$ cat src/rtl/fexc_pkg.sv
// shared constants, types and helpers for the excitation address and sign block
package fexc_pkg;

   localparam int DEF_MAX_ORBITALS  = 32;
   localparam int DEF_MAX_OPERATORS = 4;
   localparam int DATA_W            = 32;
   localparam int ENTRY_W           = 5;
   localparam int ORBITAL_COUNT_W   = 6;
   localparam int COUNT_W           = 3;
   localparam int CSR_INDEX_W       = 3;
   localparam int POS_W             = 7;

   localparam logic [ORBITAL_COUNT_W-1:0] RESET_ORBITAL_COUNT = 6'd32;

   typedef enum logic [CSR_INDEX_W-1:0] {
      REG_ORBITAL_COUNT  = 3'd0,
      REG_HOLE_COUNT     = 3'd1,
      REG_PARTICLE_COUNT = 3'd2,
      REG_HOLE_LIST      = 3'd3,
      REG_PARTICLE_LIST  = 3'd4
   } csr_index_type;

   typedef struct packed {
      logic              null_operator;
      logic              inversion_parity;
      logic [DATA_W-1:0] range_mask;
   } fexc_decode_type;

   typedef struct packed {
      logic [DATA_W-1:0] hole_address;
      logic [DATA_W-1:0] particle_address;
      logic              sign_negative;
      logic              null_operator;
      logic              out_of_range;
   } fexc_result_type;

   function automatic int csr_width(int max_operators);
      int list_w;
      list_w = ENTRY_W * max_operators;
      return (list_w > ORBITAL_COUNT_W) ? list_w : ORBITAL_COUNT_W;
   endfunction

   function automatic int shift_width(int max_operators);
      return $clog2(2 * max_operators + 1);
   endfunction

endpackage

$ cat src/rtl/fexc_channels.sv
// request and response channel interfaces
interface fexc_req_if;
   import fexc_pkg::*;

   logic              valid;
   logic              ready;
   logic [DATA_W-1:0] spectator_index;

   modport source(output valid, output spectator_index, input ready);
   modport sink(input valid, input spectator_index, output ready);
endinterface

interface fexc_rsp_if;
   import fexc_pkg::*;

   logic              valid;
   logic              ready;
   logic [DATA_W-1:0] hole_address;
   logic [DATA_W-1:0] particle_address;
   logic              sign_negative;
   logic              null_operator;
   logic              out_of_range;

   modport source(output valid, output hole_address, output particle_address,
                  output sign_negative, output null_operator, output out_of_range,
                  input ready);
   modport sink(input valid, input hole_address, input particle_address,
                input sign_negative, input null_operator, input out_of_range,
                output ready);
endinterface

$ cat src/rtl/fermion_excitation_index_and_sign.sv
// Expands one compacted spectator index per clock into the hole and particle determinant
// addresses and the fermionic phase bit. Throughput is one item per cycle; an accepted item
// sits in the input register, and the zero-insertion, range and parity logic loads its
// result into the result register, which offers it, when that is empty or being taken;
// a stalled result stalls the input side. Register writes are decoded into per-orbital
// masks and shift counts by a registered decode stage, so items accepted from the cycle
// after the last write use the new setting.
// A null operator or an out-of-range spectator index returns zero addresses and sign with
// the matching flag set.
module fermion_excitation_index_and_sign #(
   parameter int MAX_ORBITALS  = fexc_pkg::DEF_MAX_ORBITALS,
   parameter int MAX_OPERATORS = fexc_pkg::DEF_MAX_OPERATORS
) (
   input  logic                                          clock,
   input  logic                                          reset,
   fexc_req_if.sink                                      req_if,
   fexc_rsp_if.source                                    rsp_if,
   input  logic                                          csr_write_enable,
   input  logic [fexc_pkg::CSR_INDEX_W-1:0]              csr_index,
   input  logic [fexc_pkg::csr_width(MAX_OPERATORS)-1:0] csr_write_data
);
   import fexc_pkg::*;

   localparam int SHIFT_W = shift_width(MAX_OPERATORS);

   fexc_decode_type                      decode;
   logic [MAX_ORBITALS-1:0]              hole_mask;
   logic [MAX_ORBITALS-1:0]              particle_mask;
   logic [MAX_ORBITALS-1:0]              sign_mask;
   logic [MAX_ORBITALS-1:0][SHIFT_W-1:0] shift_count;

   logic              s1_valid_ff, s1_valid_in;
   logic [DATA_W-1:0] s1_spec_ff;
   logic              s2_valid_ff, s2_valid_in;
   fexc_result_type   s2_result_ff;
   fexc_result_type   result;
   logic              req_accept;
   logic              s2_load;

   fexc_cfg #(
      .MAX_ORBITALS (MAX_ORBITALS),
      .MAX_OPERATORS(MAX_OPERATORS)
   ) u_cfg (
      .clock           (clock),
      .reset           (reset),
      .csr_write_enable(csr_write_enable),
      .csr_index       (csr_index),
      .csr_write_data  (csr_write_data),
      .decode          (decode),
      .hole_mask       (hole_mask),
      .particle_mask   (particle_mask),
      .sign_mask       (sign_mask),
      .shift_count     (shift_count)
   );

   fexc_expand #(
      .MAX_ORBITALS (MAX_ORBITALS),
      .MAX_OPERATORS(MAX_OPERATORS)
   ) u_expand (
      .spectator_index(s1_spec_ff),
      .decode         (decode),
      .hole_mask      (hole_mask),
      .particle_mask  (particle_mask),
      .sign_mask      (sign_mask),
      .shift_count    (shift_count),
      .result         (result)
   );

   // the result register frees when empty or taken this cycle
   assign s2_load      = s1_valid_ff && (!s2_valid_ff || rsp_if.ready);
   assign req_if.ready = !s1_valid_ff || !s2_valid_ff || rsp_if.ready;
   assign req_accept   = req_if.valid && req_if.ready;

   always_comb begin
      s1_valid_in = s1_valid_ff;
      if (req_accept)   s1_valid_in = 1'b1;
      else if (s2_load) s1_valid_in = 1'b0;

      s2_valid_in = s2_valid_ff;
      if (s2_load)            s2_valid_in = 1'b1;
      else if (rsp_if.ready)  s2_valid_in = 1'b0;
   end

   always_ff @(posedge clock) begin
      if (reset) begin
         s1_valid_ff <= 1'b0;
         s2_valid_ff <= 1'b0;
      end else begin
         s1_valid_ff <= s1_valid_in;
         s2_valid_ff <= s2_valid_in;
      end
      if (req_accept) s1_spec_ff   <= req_if.spectator_index;
      if (s2_load)    s2_result_ff <= result;
   end

   assign rsp_if.valid            = s2_valid_ff;
   assign rsp_if.hole_address     = s2_result_ff.hole_address;
   assign rsp_if.particle_address = s2_result_ff.particle_address;
   assign rsp_if.sign_negative    = s2_result_ff.sign_negative;
   assign rsp_if.null_operator    = s2_result_ff.null_operator;
   assign rsp_if.out_of_range     = s2_result_ff.out_of_range;

   a_null_clears_result: assert property (@(posedge clock) disable iff (reset)
      s2_valid_ff && s2_result_ff.null_operator |->
         s2_result_ff.hole_address == '0 && s2_result_ff.particle_address == '0 &&
         !s2_result_ff.sign_negative && !s2_result_ff.out_of_range)
      else $error("null operator result carries data");

   a_range_clears_result: assert property (@(posedge clock) disable iff (reset)
      s2_valid_ff && s2_result_ff.out_of_range |->
         s2_result_ff.hole_address == '0 && s2_result_ff.particle_address == '0 &&
         !s2_result_ff.sign_negative && !s2_result_ff.null_operator)
      else $error("out of range result carries data");

   a_held_item_kept: assert property (@(posedge clock) disable iff (reset)
      s1_valid_ff && !s2_load |=> s1_valid_ff && $stable(s1_spec_ff))
      else $error("item in input register lost or overwritten");

   a_reset_empties: assert property (@(posedge clock)
      $past(reset) |-> !s1_valid_ff && !s2_valid_ff)
      else $error("pipeline not empty after reset");

endmodule

$ cat src/rtl/fexc_cfg.sv
// configuration registers and registered decode into per-orbital masks and shift counts
module fexc_cfg #(
   parameter int MAX_ORBITALS  = fexc_pkg::DEF_MAX_ORBITALS,
   parameter int MAX_OPERATORS = fexc_pkg::DEF_MAX_OPERATORS
) (
   input  logic                                           clock,
   input  logic                                           reset,
   input  logic                                           csr_write_enable,
   input  logic [fexc_pkg::CSR_INDEX_W-1:0]               csr_index,
   input  logic [fexc_pkg::csr_width(MAX_OPERATORS)-1:0]  csr_write_data,
   output fexc_pkg::fexc_decode_type                      decode,
   output logic [MAX_ORBITALS-1:0]                        hole_mask,
   output logic [MAX_ORBITALS-1:0]                        particle_mask,
   output logic [MAX_ORBITALS-1:0]                        sign_mask,
   output logic [MAX_ORBITALS-1:0][fexc_pkg::shift_width(MAX_OPERATORS)-1:0] shift_count
);
   import fexc_pkg::*;

   localparam int LIST_W  = ENTRY_W * MAX_OPERATORS;
   localparam int SHIFT_W = shift_width(MAX_OPERATORS);

   logic [ORBITAL_COUNT_W-1:0] orbital_count_ff;
   logic [COUNT_W-1:0]         hole_count_ff;
   logic [COUNT_W-1:0]         particle_count_ff;
   logic [LIST_W-1:0]          hole_list_ff;
   logic [LIST_W-1:0]          particle_list_ff;

   always_ff @(posedge clock) begin
      if (reset) begin
         orbital_count_ff  <= RESET_ORBITAL_COUNT;
         hole_count_ff     <= '0;
         particle_count_ff <= '0;
         hole_list_ff      <= '0;
         particle_list_ff  <= '0;
      end else if (csr_write_enable) begin
         unique case (csr_index_type'(csr_index))
            REG_ORBITAL_COUNT:  orbital_count_ff  <= csr_write_data[ORBITAL_COUNT_W-1:0];
            REG_HOLE_COUNT:     hole_count_ff     <= csr_write_data[COUNT_W-1:0];
            REG_PARTICLE_COUNT: particle_count_ff <= csr_write_data[COUNT_W-1:0];
            REG_HOLE_LIST:      hole_list_ff      <= csr_write_data[LIST_W-1:0];
            REG_PARTICLE_LIST:  particle_list_ff  <= csr_write_data[LIST_W-1:0];
            default: ;
         endcase
      end
   end

   logic [MAX_OPERATORS-1:0][ENTRY_W-1:0] h_entry;
   logic [MAX_OPERATORS-1:0][ENTRY_W-1:0] p_entry;
   logic [MAX_OPERATORS-1:0]              h_used;
   logic [MAX_OPERATORS-1:0]              p_used;
   logic [MAX_OPERATORS-1:0]              p_dup;
   logic [POS_W-1:0]                      n_eff;
   logic [POS_W-1:0]                      spec_bits;
   logic [SHIFT_W-1:0]                    used_count;

   fexc_decode_type                        decode_in, decode_ff;
   logic [MAX_ORBITALS-1:0]                hole_mask_in, hole_mask_ff;
   logic [MAX_ORBITALS-1:0]                particle_mask_in, particle_mask_ff;
   logic [MAX_ORBITALS-1:0]                sign_mask_in, sign_mask_ff;
   logic [MAX_ORBITALS-1:0][SHIFT_W-1:0]   shift_count_in, shift_count_ff;

   assign h_entry = hole_list_ff;
   assign p_entry = particle_list_ff;

   always_comb begin
      n_eff = ({1'b0, orbital_count_ff} > POS_W'(MAX_ORBITALS)) ?
              POS_W'(MAX_ORBITALS) : POS_W'(orbital_count_ff);

      for (int k = 0; k < MAX_OPERATORS; k++) begin
         h_used[k] = (k < int'(hole_count_ff));
         p_used[k] = (k < int'(particle_count_ff));
      end

      decode_in        = '0;
      hole_mask_in     = '0;
      particle_mask_in = '0;
      sign_mask_in     = '0;
      shift_count_in   = '0;
      used_count       = '0;

      // out of range entries, repeats and the order parity of each list
      for (int k = 0; k < MAX_OPERATORS; k++) begin
         if (h_used[k] && POS_W'(h_entry[k]) >= n_eff) decode_in.null_operator = 1'b1;
         if (p_used[k] && POS_W'(p_entry[k]) >= n_eff) decode_in.null_operator = 1'b1;
         for (int j = 0; j < k; j++) begin
            if (h_used[k] && h_entry[j] == h_entry[k]) decode_in.null_operator = 1'b1;
            if (p_used[k] && p_entry[j] == p_entry[k]) decode_in.null_operator = 1'b1;
            if (h_used[k] && h_entry[k] > h_entry[j])
               decode_in.inversion_parity = ~decode_in.inversion_parity;
            if (p_used[k] && p_entry[k] > p_entry[j])
               decode_in.inversion_parity = ~decode_in.inversion_parity;
         end
      end

      // a particle on a hole orbital takes the same slot
      for (int k = 0; k < MAX_OPERATORS; k++) begin
         p_dup[k] = 1'b0;
         for (int j = 0; j < MAX_OPERATORS; j++)
            if (h_used[j] && h_entry[j] == p_entry[k]) p_dup[k] = 1'b1;
         used_count = used_count + SHIFT_W'(h_used[k]) + SHIFT_W'(p_used[k] & ~p_dup[k]);
      end

      for (int q = 0; q < MAX_ORBITALS; q++) begin
         for (int k = 0; k < MAX_OPERATORS; k++) begin
            if (h_used[k] && POS_W'(h_entry[k]) == POS_W'(q)) hole_mask_in[q] = 1'b1;
            if (p_used[k] && POS_W'(p_entry[k]) == POS_W'(q)) particle_mask_in[q] = 1'b1;
            if (h_used[k] && POS_W'(h_entry[k]) < POS_W'(q)) begin
               sign_mask_in[q]   = ~sign_mask_in[q];
               shift_count_in[q] = shift_count_in[q] + SHIFT_W'(1);
            end
            if (p_used[k] && POS_W'(p_entry[k]) < POS_W'(q)) begin
               sign_mask_in[q] = ~sign_mask_in[q];
               if (!p_dup[k]) shift_count_in[q] = shift_count_in[q] + SHIFT_W'(1);
            end
         end
         if (POS_W'(q) >= n_eff) sign_mask_in[q] = 1'b0;
      end

      spec_bits = n_eff - POS_W'(used_count);
      for (int i = 0; i < DATA_W; i++)
         decode_in.range_mask[i] = (POS_W'(i) >= spec_bits);
   end

   always_ff @(posedge clock) begin
      decode_ff        <= decode_in;
      hole_mask_ff     <= hole_mask_in;
      particle_mask_ff <= particle_mask_in;
      sign_mask_ff     <= sign_mask_in;
      shift_count_ff   <= shift_count_in;
   end

   assign decode        = decode_ff;
   assign hole_mask     = hole_mask_ff;
   assign particle_mask = particle_mask_ff;
   assign sign_mask     = sign_mask_ff;
   assign shift_count   = shift_count_ff;

endmodule

$ cat src/rtl/fexc_expand.sv
// zero insertion at operator orbitals, range check and phase parity for one item
module fexc_expand #(
   parameter int MAX_ORBITALS  = fexc_pkg::DEF_MAX_ORBITALS,
   parameter int MAX_OPERATORS = fexc_pkg::DEF_MAX_OPERATORS
) (
   input  logic [fexc_pkg::DATA_W-1:0]  spectator_index,
   input  fexc_pkg::fexc_decode_type    decode,
   input  logic [MAX_ORBITALS-1:0]      hole_mask,
   input  logic [MAX_ORBITALS-1:0]      particle_mask,
   input  logic [MAX_ORBITALS-1:0]      sign_mask,
   input  logic [MAX_ORBITALS-1:0][fexc_pkg::shift_width(MAX_OPERATORS)-1:0] shift_count,
   output fexc_pkg::fexc_result_type    result
);
   import fexc_pkg::*;

   localparam int SHIFT_W   = shift_width(MAX_OPERATORS);
   localparam int MAX_SHIFT = 2 * MAX_OPERATORS;

   logic [MAX_ORBITALS-1:0] det_w;
   logic [MAX_ORBITALS-1:0] expanded;
   logic [MAX_ORBITALS-1:0] hole_det;
   logic [MAX_ORBITALS-1:0] particle_det;
   logic                    range_hit;
   logic                    parity;

   assign det_w = MAX_ORBITALS'(spectator_index);

   // each free orbital takes the spectator bit that sits shift_count places lower
   always_comb begin
      int src;
      expanded = '0;
      for (int q = 0; q < MAX_ORBITALS; q++) begin
         for (int s = 0; s <= MAX_SHIFT; s++) begin
            src = (q >= s) ? (q - s) : 0;
            if (q >= s && shift_count[q] == SHIFT_W'(s) && !(hole_mask[q] || particle_mask[q]))
               expanded[q] = det_w[src];
         end
      end
   end

   assign range_hit    = |(spectator_index & decode.range_mask);
   assign hole_det     = expanded | hole_mask;
   assign particle_det = expanded | particle_mask;
   assign parity       = (^(expanded & sign_mask)) ^ decode.inversion_parity;

   always_comb begin
      result = '0;
      priority if (decode.null_operator) begin
         result.null_operator = 1'b1;
      end else if (range_hit) begin
         result.out_of_range = 1'b1;
      end else begin
         result.hole_address     = DATA_W'(hole_det);
         result.particle_address = DATA_W'(particle_det);
         result.sign_negative    = parity;
      end
   end

endmodule

$ cat src/flat_wrapper.sv
// flat-port wrapper written by rule: the top's interface ports become plain ports
module fermion_excitation_index_and_sign_flat import fexc_pkg::*;
#(
   parameter int MAX_ORBITALS  = fexc_pkg::DEF_MAX_ORBITALS,
   parameter int MAX_OPERATORS = fexc_pkg::DEF_MAX_OPERATORS
)
  (clock, reset, csr_write_enable, csr_index, csr_write_data, req_if_valid, req_if_spectator_index, req_if_ready, rsp_if_valid, rsp_if_hole_address, rsp_if_particle_address, rsp_if_sign_negative, rsp_if_null_operator, rsp_if_out_of_range, rsp_if_ready);
  fexc_req_if req_if_i ();
  fexc_rsp_if rsp_if_i ();
  input  logic clock;
  input  logic reset;
  input  logic csr_write_enable;
  input  logic [fexc_pkg::CSR_INDEX_W-1:0] csr_index;
  input  logic [fexc_pkg::csr_width(MAX_OPERATORS)-1:0] csr_write_data;
  input wire logic [$bits(req_if_i.valid)-1:0] req_if_valid;
  input wire logic [$bits(req_if_i.spectator_index)-1:0] req_if_spectator_index;
  output wire logic [$bits(req_if_i.ready)-1:0] req_if_ready;
  output wire logic [$bits(rsp_if_i.valid)-1:0] rsp_if_valid;
  output wire logic [$bits(rsp_if_i.hole_address)-1:0] rsp_if_hole_address;
  output wire logic [$bits(rsp_if_i.particle_address)-1:0] rsp_if_particle_address;
  output wire logic [$bits(rsp_if_i.sign_negative)-1:0] rsp_if_sign_negative;
  output wire logic [$bits(rsp_if_i.null_operator)-1:0] rsp_if_null_operator;
  output wire logic [$bits(rsp_if_i.out_of_range)-1:0] rsp_if_out_of_range;
  input wire logic [$bits(rsp_if_i.ready)-1:0] rsp_if_ready;
  assign req_if_i.valid = req_if_valid;
  assign req_if_i.spectator_index = req_if_spectator_index;
  assign req_if_ready = req_if_i.ready;
  assign rsp_if_valid = rsp_if_i.valid;
  assign rsp_if_hole_address = rsp_if_i.hole_address;
  assign rsp_if_particle_address = rsp_if_i.particle_address;
  assign rsp_if_sign_negative = rsp_if_i.sign_negative;
  assign rsp_if_null_operator = rsp_if_i.null_operator;
  assign rsp_if_out_of_range = rsp_if_i.out_of_range;
  assign rsp_if_i.ready = rsp_if_ready;
  fermion_excitation_index_and_sign #(.MAX_ORBITALS(MAX_ORBITALS), .MAX_OPERATORS(MAX_OPERATORS)) u_core (.clock(clock), .reset(reset), .req_if(req_if_i), .rsp_if(rsp_if_i), .csr_write_enable(csr_write_enable), .csr_index(csr_index), .csr_write_data(csr_write_data));
endmodule
$ cat config.mk
export PLATFORM = sky130hd
export DESIGN_NAME = fermion_excitation_index_and_sign_flat
export DESIGN_NICKNAME = d
export VERILOG_FILES = /design/src/rtl/fexc_pkg.sv /design/src/rtl/fexc_channels.sv /design/src/rtl/fermion_excitation_index_and_sign.sv /design/src/rtl/fexc_cfg.sv /design/src/rtl/fexc_expand.sv /design/src/flat_wrapper.sv
export SDC_FILE = /design/constraint.sdc
export NUM_CORES = 2
export LEC_CHECK = 0
export ABC_AREA = 0
export BUFFER_PORTS_ARGS = -buffer_cell sky130_fd_sc_hd__buf_2
export CAP_MARGIN = 20
export CORE_MARGIN = 5
export CORE_UTILIZATION = 30
export DETAILED_ROUTE_END_ITERATION = 16
export HOLD_SLACK_MARGIN = 0.02
export PLACE_DENSITY = 0.54
export SKIP_LAST_GASP = 1
export SYNTH_ARGS = -nofsm -noshare
export SYNTH_HDL_FRONTEND = slang
export SYNTH_SLANG_ARGS = --single-unit
$ cat constraint.sdc
create_clock -name clock -period 23.4 [get_ports clock]
set_clock_uncertainty 0.05 [all_clocks]
set_input_delay 2.34 -clock clock [delete_from_list [all_inputs] [get_ports clock]]
set_output_delay 2.34 -clock clock [all_outputs]
set_load 0.03 [all_outputs]
[Yosys cells after proc, flatten, opt, wreduce, memory -nomap -nowiden]
Index checks and enable logic that the tools add are counted.
W data, S select, Z words.
Storage, ports and cells
  memories kept: 0
  bits in read-only memories: 0
  bits in registers: 406
  bits in latches: 0
  bits of input ports: 60
  memory bits (writable): 0
  output and inout bits: 69
  logic and storage cells: 3408
Operators by class
  add/subtract/negate cells: 225
  div/mod/pow operators: 0
  order comparisons: 340
  $mul: 0
  mux-type cells: 972
  reductions and logical operators: 988
  bitwise gates (word level): 241
  shift-type cells: 0
  eq/ne operators: 500
Operators with widths (number)
  $mux W4: 341
  $add A4 B1 Y4 const B: 217
  $logic_and A1 B1 Y1: 805
  $eq A5 B5 Y1 const B: 128
  $lt A5 B5 Y1 const B: 128
  $mux W1: 630
  $eq A4 B3 Y1 const B: 106
  $eq A5 B4 Y1 const B: 64
  $lt A5 B4 Y1 const B: 64
  $eq A4 B2 Y1 const B: 59
  $not A1 Y1: 228
  $reduce_or A3 Y1: 64
  $eq A5 B3 Y1 const B: 32
  $lt A5 B3 Y1 const B: 32
  $eq A5 B5 Y1: 28
  $eq A4 B1 Y1 const B: 31
  $logic_not A4 Y1: 31
  $ge A5 B7 Y1 const A: 16
  $eq A4 B4 Y1 const B: 24
  $ge A5 B6 Y1 const A: 16
  $eq A5 B2 Y1 const B: 16
  $lt A5 B2 Y1 const B: 16
  $and A32 B32 Y32: 2
  $or A32 B32 Y32: 2
  other kinds (36): 186

[Logic depth before layout (Yosys ltp)]
  depth after elaboration: 25
  gate-level depth with buffers: 29
  depth with buffers taken out: 26

[By module]
Synthesis repeated with hierarchy kept, for this count alone.
Unflattened totals
  cells, all modules: 4792
  area total of the unflattened synthesis: 39275.2 um^2
By module, submodules not included
  fexc_cfg: area an instance 32233.4 um^2, sequential area each 6105.9 um^2, instances 1, cells an instance 4135
  fexc_expand: area an instance 3965.1 um^2, sequential area each 0.0 um^2, instances 1, cells an instance 548
  fermion_excitation_index_and_sign: area an instance 3076.7 um^2, sequential area each 3012.9 um^2, instances 1, cells an instance 109

[Least setup slack after synthesis]
OpenSTA, ideal clock, no wires.
  path type: reg2reg
  start point: register u_core.u_cfg.hole_list_ff[13], in the netlist u_core.u_cfg.h_entry[13]
  end point: register u_core.u_cfg.decode_ff (netlist bit u_core.u_cfg.decode[18])
  stages on the path, launching flop included: 26
  slack: 15.167 ns
  data arrival time: 8.123 ns
  path buffers: 4
  setup time: 0.059 ns
  clock period less this slack: 8.233 ns
  required time: 23.291 ns
  path through: dfxtp_1 clkbuf_1 buf_1 buf_1 xnor2_1 nand4_1 nor3_1 nor3_1 nand2_1 fa_1 fa_1 fa_1 inv_1 ha_1 fa_1 inv_1 ha_1 nor2b_1 o21ai_0 nand2b_1 a21o_1 a22o_1 clkbuf_1 or3_1 o21ai_0 o31a_1
RTL lines
  start, declared: line fexc_cfg.sv:25  | logic [LIST_W-1:0] hole_list_ff;
  start signal, assigned: line fexc_cfg.sv:40  | REG_HOLE_LIST: hole_list_ff <= csr_write_data[LIST_W-1:0];
  end signal, assigned: line fexc_cfg.sv:125  | decode_ff <= decode_in;
  end, declared: line fexc_cfg.sv:56  | fexc_decode_type decode_in, decode_ff;

==> out/metrics.csv <==
metric,value,unit
status,finished clean,
cp_arrival,7.72,ns
power_frac_comb,32.2,%
report.power.total,0.002418,W
path_cells,buf_4 > or2_2 > inv_1 > nor3_1 > or4_1 > buf_4 > nor2_1 > inv_1 > fa_1 > fa_1 > fa_1 > inv_1 > ha_1 > fa_1 > inv_1 > ha_1 > nor2b_1 > o21ai_0 > nand2b_1 > xor2_1 > nor2b_1 > a21oi_1,
tritoncts.num_buffers,49,
initial_core_util,30.22,%
hold_class,reg -> reg,
grt_first_pass_wirelength,261900,um
finish.cell_count_without_fillers,6448,
ys_seq_area_share,23.63,%
slew_viol_final,0,
hold_violations,0,
postSynthRegisterBits,406,
drv_cap,0,
detailedRoute.firstIterationViolations,4089,
postSynthNetCount,5018,
internal-power,0.001556,W
critPathCaptureType,flop,
power.sequential.fraction,34.7,%
global_route_usage_over_all_layers,26.58,%
io_buffers,128,
postCtsSetupRepairBufs,0,
boundaryPins,129,
fin_nets,5126,
cts.hold.buffers_added,0,
post_synth.cell_area_avg,8.336,um2
critical_path.max_fanout,28,
n_fill_cell,13413,
grt_antenna_before_repair,22,
cts.root.buffer_cell,sky130_fd_sc_hd__clkbuf_16,
synthArstFlopShare,0,%
dpl.cell_count,6346,
fmaxAchievable,138.0,MHz
fp.coreArea,0.1277,mm2
antenna_violating_nets_post_route,0,
timing_worst_slew_pin_value,1.270,ns
timing.slew.headroom,14.47,%
postSynth.topFlopCell,sky130_fd_sc_hd__dfxtp_1,
worst_path_largest_cell_delay,0.70,ns
clock_sinks,406,
swShare,35.68,%
synth_top_area_share,15.93,%
place_hpwl,145100,um
post_cts_resized,0,
via_count,36882,
ir_worst_vdd,0.06240,mV
worst_setup_path_endpoint,u_core.u_cfg.decode[28],
synth-edff-count,99,
post_synth_most_frequent_cells,"sky130_fd_sc_hd__nand2_1, sky130_fd_sc_hd__xnor2_1, sky130_fd_sc_hd__nor2_1",
vias_per_cell,5.720,
leakagePower,17.42,nW
r2r_setup_slack,16.16,ns
syn-instance-count,4629,
clk_pin_slew,0.07,ns
drt_first_pass_iters,6,
core.rowCount,131,
timing.final.setup_violations,0,
synthMostInstantiatedCell,sky130_fd_sc_hd__nand2_1,
die_w,368.6,um
criticalPathCategory,reg -> reg,
yosys_warnings,0,
synth_area,0.03859,mm2
critPathLaunchType,flop,
power_per_cell_area,55.95,mW/mm2
synth_largest_area_cell,sky130_fd_sc_hd__dfxtp_1,
clockPowerShare,33.0,%
largest_net_degree_at_the_start_of_global_routing,64,
layout-area-overhead-vs-synth,12.02,%
netlist_top_cells_area,"sky130_fd_sc_hd__dfxtp_1, sky130_fd_sc_hd__xnor2_1, sky130_fd_sc_hd__ha_1, sky130_fd_sc_hd__edfxtp_1, sky130_fd_sc_hd__nand2_1",
die_footprint,0.1359,mm2
rr_endpoint,u_core.u_cfg.decode[28],
min_period,7.245,ns
clock_latency,0.68,ns
routabilityCongestion,1.050,
first_global_vias,35221,
setup_repair_after_global_routing_missed_its_margin,false,
sequential_cell_area,0.009120,mm2
clock_tree.buffer_depth,3,
globalRouteOverflowTotal,0,
multiInputGateArea,0.02798,mm2
synth_cell_types,107,
die_height,368.6,um
ctsHtreeMaxLevel,2,
post_route_cells_drive_above_1_share,13.35,%
cp_slowest_cell,sky130_fd_sc_hd__xor2_1,
final_cycle_utilization_of_the_critical_path,30.96,%
worst_ep_required_time,23.87,ns
worstReg2RegStart,u_core.u_cfg.hole_count_ff[2],
critPathLaunch,u_core.u_cfg.hole_count_ff[2],
fin_worst_hold_slack,0.4107,ns
routed_wire_length_per_instance,29.19,um
route.final.wire_length,188200,um
drt_drc_violations_left,0,
tritoncts,yes,
worst-r2r-cell-count,22,
setup_total_negative_slack,0,ns
switching_power,0.0008627,W
-- per-layer routing --
| metal | vias up | GRT usage (%) | wire [um] |
|---|---|---|---|
| li1 | 16656 | - | - |
| met1 | 17779 | 34.06 | 77960 |
| met2 | 1908 | 41.16 | 80910 |
| met3 | 527 | 5.958 | 16300 |
| met4 | 12 | 15.28 | 12960 |
| met5 | - | 0 | 82 |
-- final cells by class --
class	instances	area share (%)
inverters	176	1.531
clock inverters	27	0.6571
repair buffers	265	3.856
flip-flops and latches	406	21.10
diodes	8	0.04631
clock buffers	65	3.262
well taps	1662	4.811
multi-input cells	3839	64.74
-- power by group through the flow --
| stage | clock [W] | sequential, W | combinational (W) |
|---|---|---|---|
| after floorplan | 0 | 0.000848 | 0.000528 |
| after global routing | 0.000846 | 0.000847 | 0.000843 |
| after global placement | 0 | 0.000853 | 0.000758 |
| after detailed placement | 0 | 0.000854 | 0.000767 |
| after CTS | 0.000820 | 0.000839 | 0.000774 |
| final | 0.000799 | 0.000840 | 0.000780 |
-- worst max-delay path: cells and delay by family, from the launching register on --
kind                       cells  cell delay, ns
adders and majority gates      6            2.39
and+or+nand+nor                7            1.95
buffers and inverters          6            1.35
xor gates and xnor gates       1            0.70
DFF                            1            0.31
AOI/OAI and AO/OA              2            0.31
-- registers in the layout (all words and copies together), names as in the netlist, 3 cells and up --
name and count:
u_core.rsp_if.hole_address 32, u_core.u_cfg.sign_mask 31, u_core.rsp_if.particle_address 32, u_core.u_cfg.p_entry 20
u_core.u_cfg.hole_mask 32, u_core.u_cfg.hole_count_ff 3, u_core.u_cfg.orbital_count_ff 6, u_core.u_cfg.decode 34
u_core.s1_spec_ff 32, u_core.u_cfg.shift_count 124, u_core.u_cfg.h_entry 20, u_core.u_cfg.particle_count_ff 3
u_core.u_cfg.particle_mask 32
-- cell usage in the layout, fill, tap and decap left out, drive strengths merged, types with 15 or more instances in the layout --
master	netlist	layout
o211ai	17	17
nor2b	66	66
a2111oi	15	15
mux2i	80	80
and2	60	60
nand4	68	68
nand3	139	139
ha	324	324
xnor2	545	545
a21o	31	31
o21ai	156	156
a22oi	27	27
o31ai	19	19
mux2	133	133
nor3b	17	17
o311ai	19	19
nor4	31	31
a31oi	65	65
clkinv	6	24
and3	49	49
edfxtp	99	99
nand2b	38	38
a211oi	17	17
mux4	49	49
xor2	204	204
nor3	116	116
nor2	368	368
buf	68	264
inv	170	173
nand2	564	564
or2	46	46
a32oi	19	19
clkbuf	140	66
o22ai	27	27
dfxtp	307	307
a21oi	262	262
o21a	69	69
-- metrics by stage --
stage	setup slack (ns)	instance area, um2	util, %
3_5_place_dp	16.31	41500	32.50
4_1_cts	16.28	43190	33.83
5_1_grt	15.94	43210	33.84
3_3_place_gp	16.39	41500	32.50
6_report	16.16	43230	33.85
2_1_floorplan	15.17	38590	-
-- logic make-up (layout without fill, tap and decap cells) --
| logic type | after synthesis | count (layout) | share of synthesized area, % |
|---|---|---|---|
| compound gates | 861 | 861 | 14.47 |
| xor+xnor | 764 | 764 | 18.14 |
| other cells | 0 | 8 | 0 |
| fa+ha+maj | 332 | 332 | 10.84 |
| buf+inv | 384 | 533 | 3.969 |
| mux | 262 | 262 | 8.859 |
| flops | 406 | 406 | 23.63 |
| simple gates | 1620 | 1620 | 20.09 |
-- how the worst min path moves through the flow --
stage | cells after the start | startpoint | endpoint | slack (ns)
2_1_floorplan | 2 | u_core.s1_valid_ff | u_core.rsp_if.valid | 0.43
3_3_place_gp | 2 | u_core.u_cfg.p_entry[7] | u_core.u_cfg.p_entry[7] | 0.39
3_5_place_dp | 2 | u_core.u_cfg.p_entry[7] | u_core.u_cfg.p_entry[7] | 0.40
4_1_cts | 2 | u_core.u_cfg.p_entry[7] | u_core.u_cfg.p_entry[7] | 0.41
5_1_grt | 2 | u_core.u_cfg.h_entry[7] | u_core.u_cfg.h_entry[7] | 0.42
6_report | 2 | u_core.u_cfg.h_entry[7] | u_core.u_cfg.h_entry[7] | 0.41
Note: power is estimated with default switching activity, not from simulation.
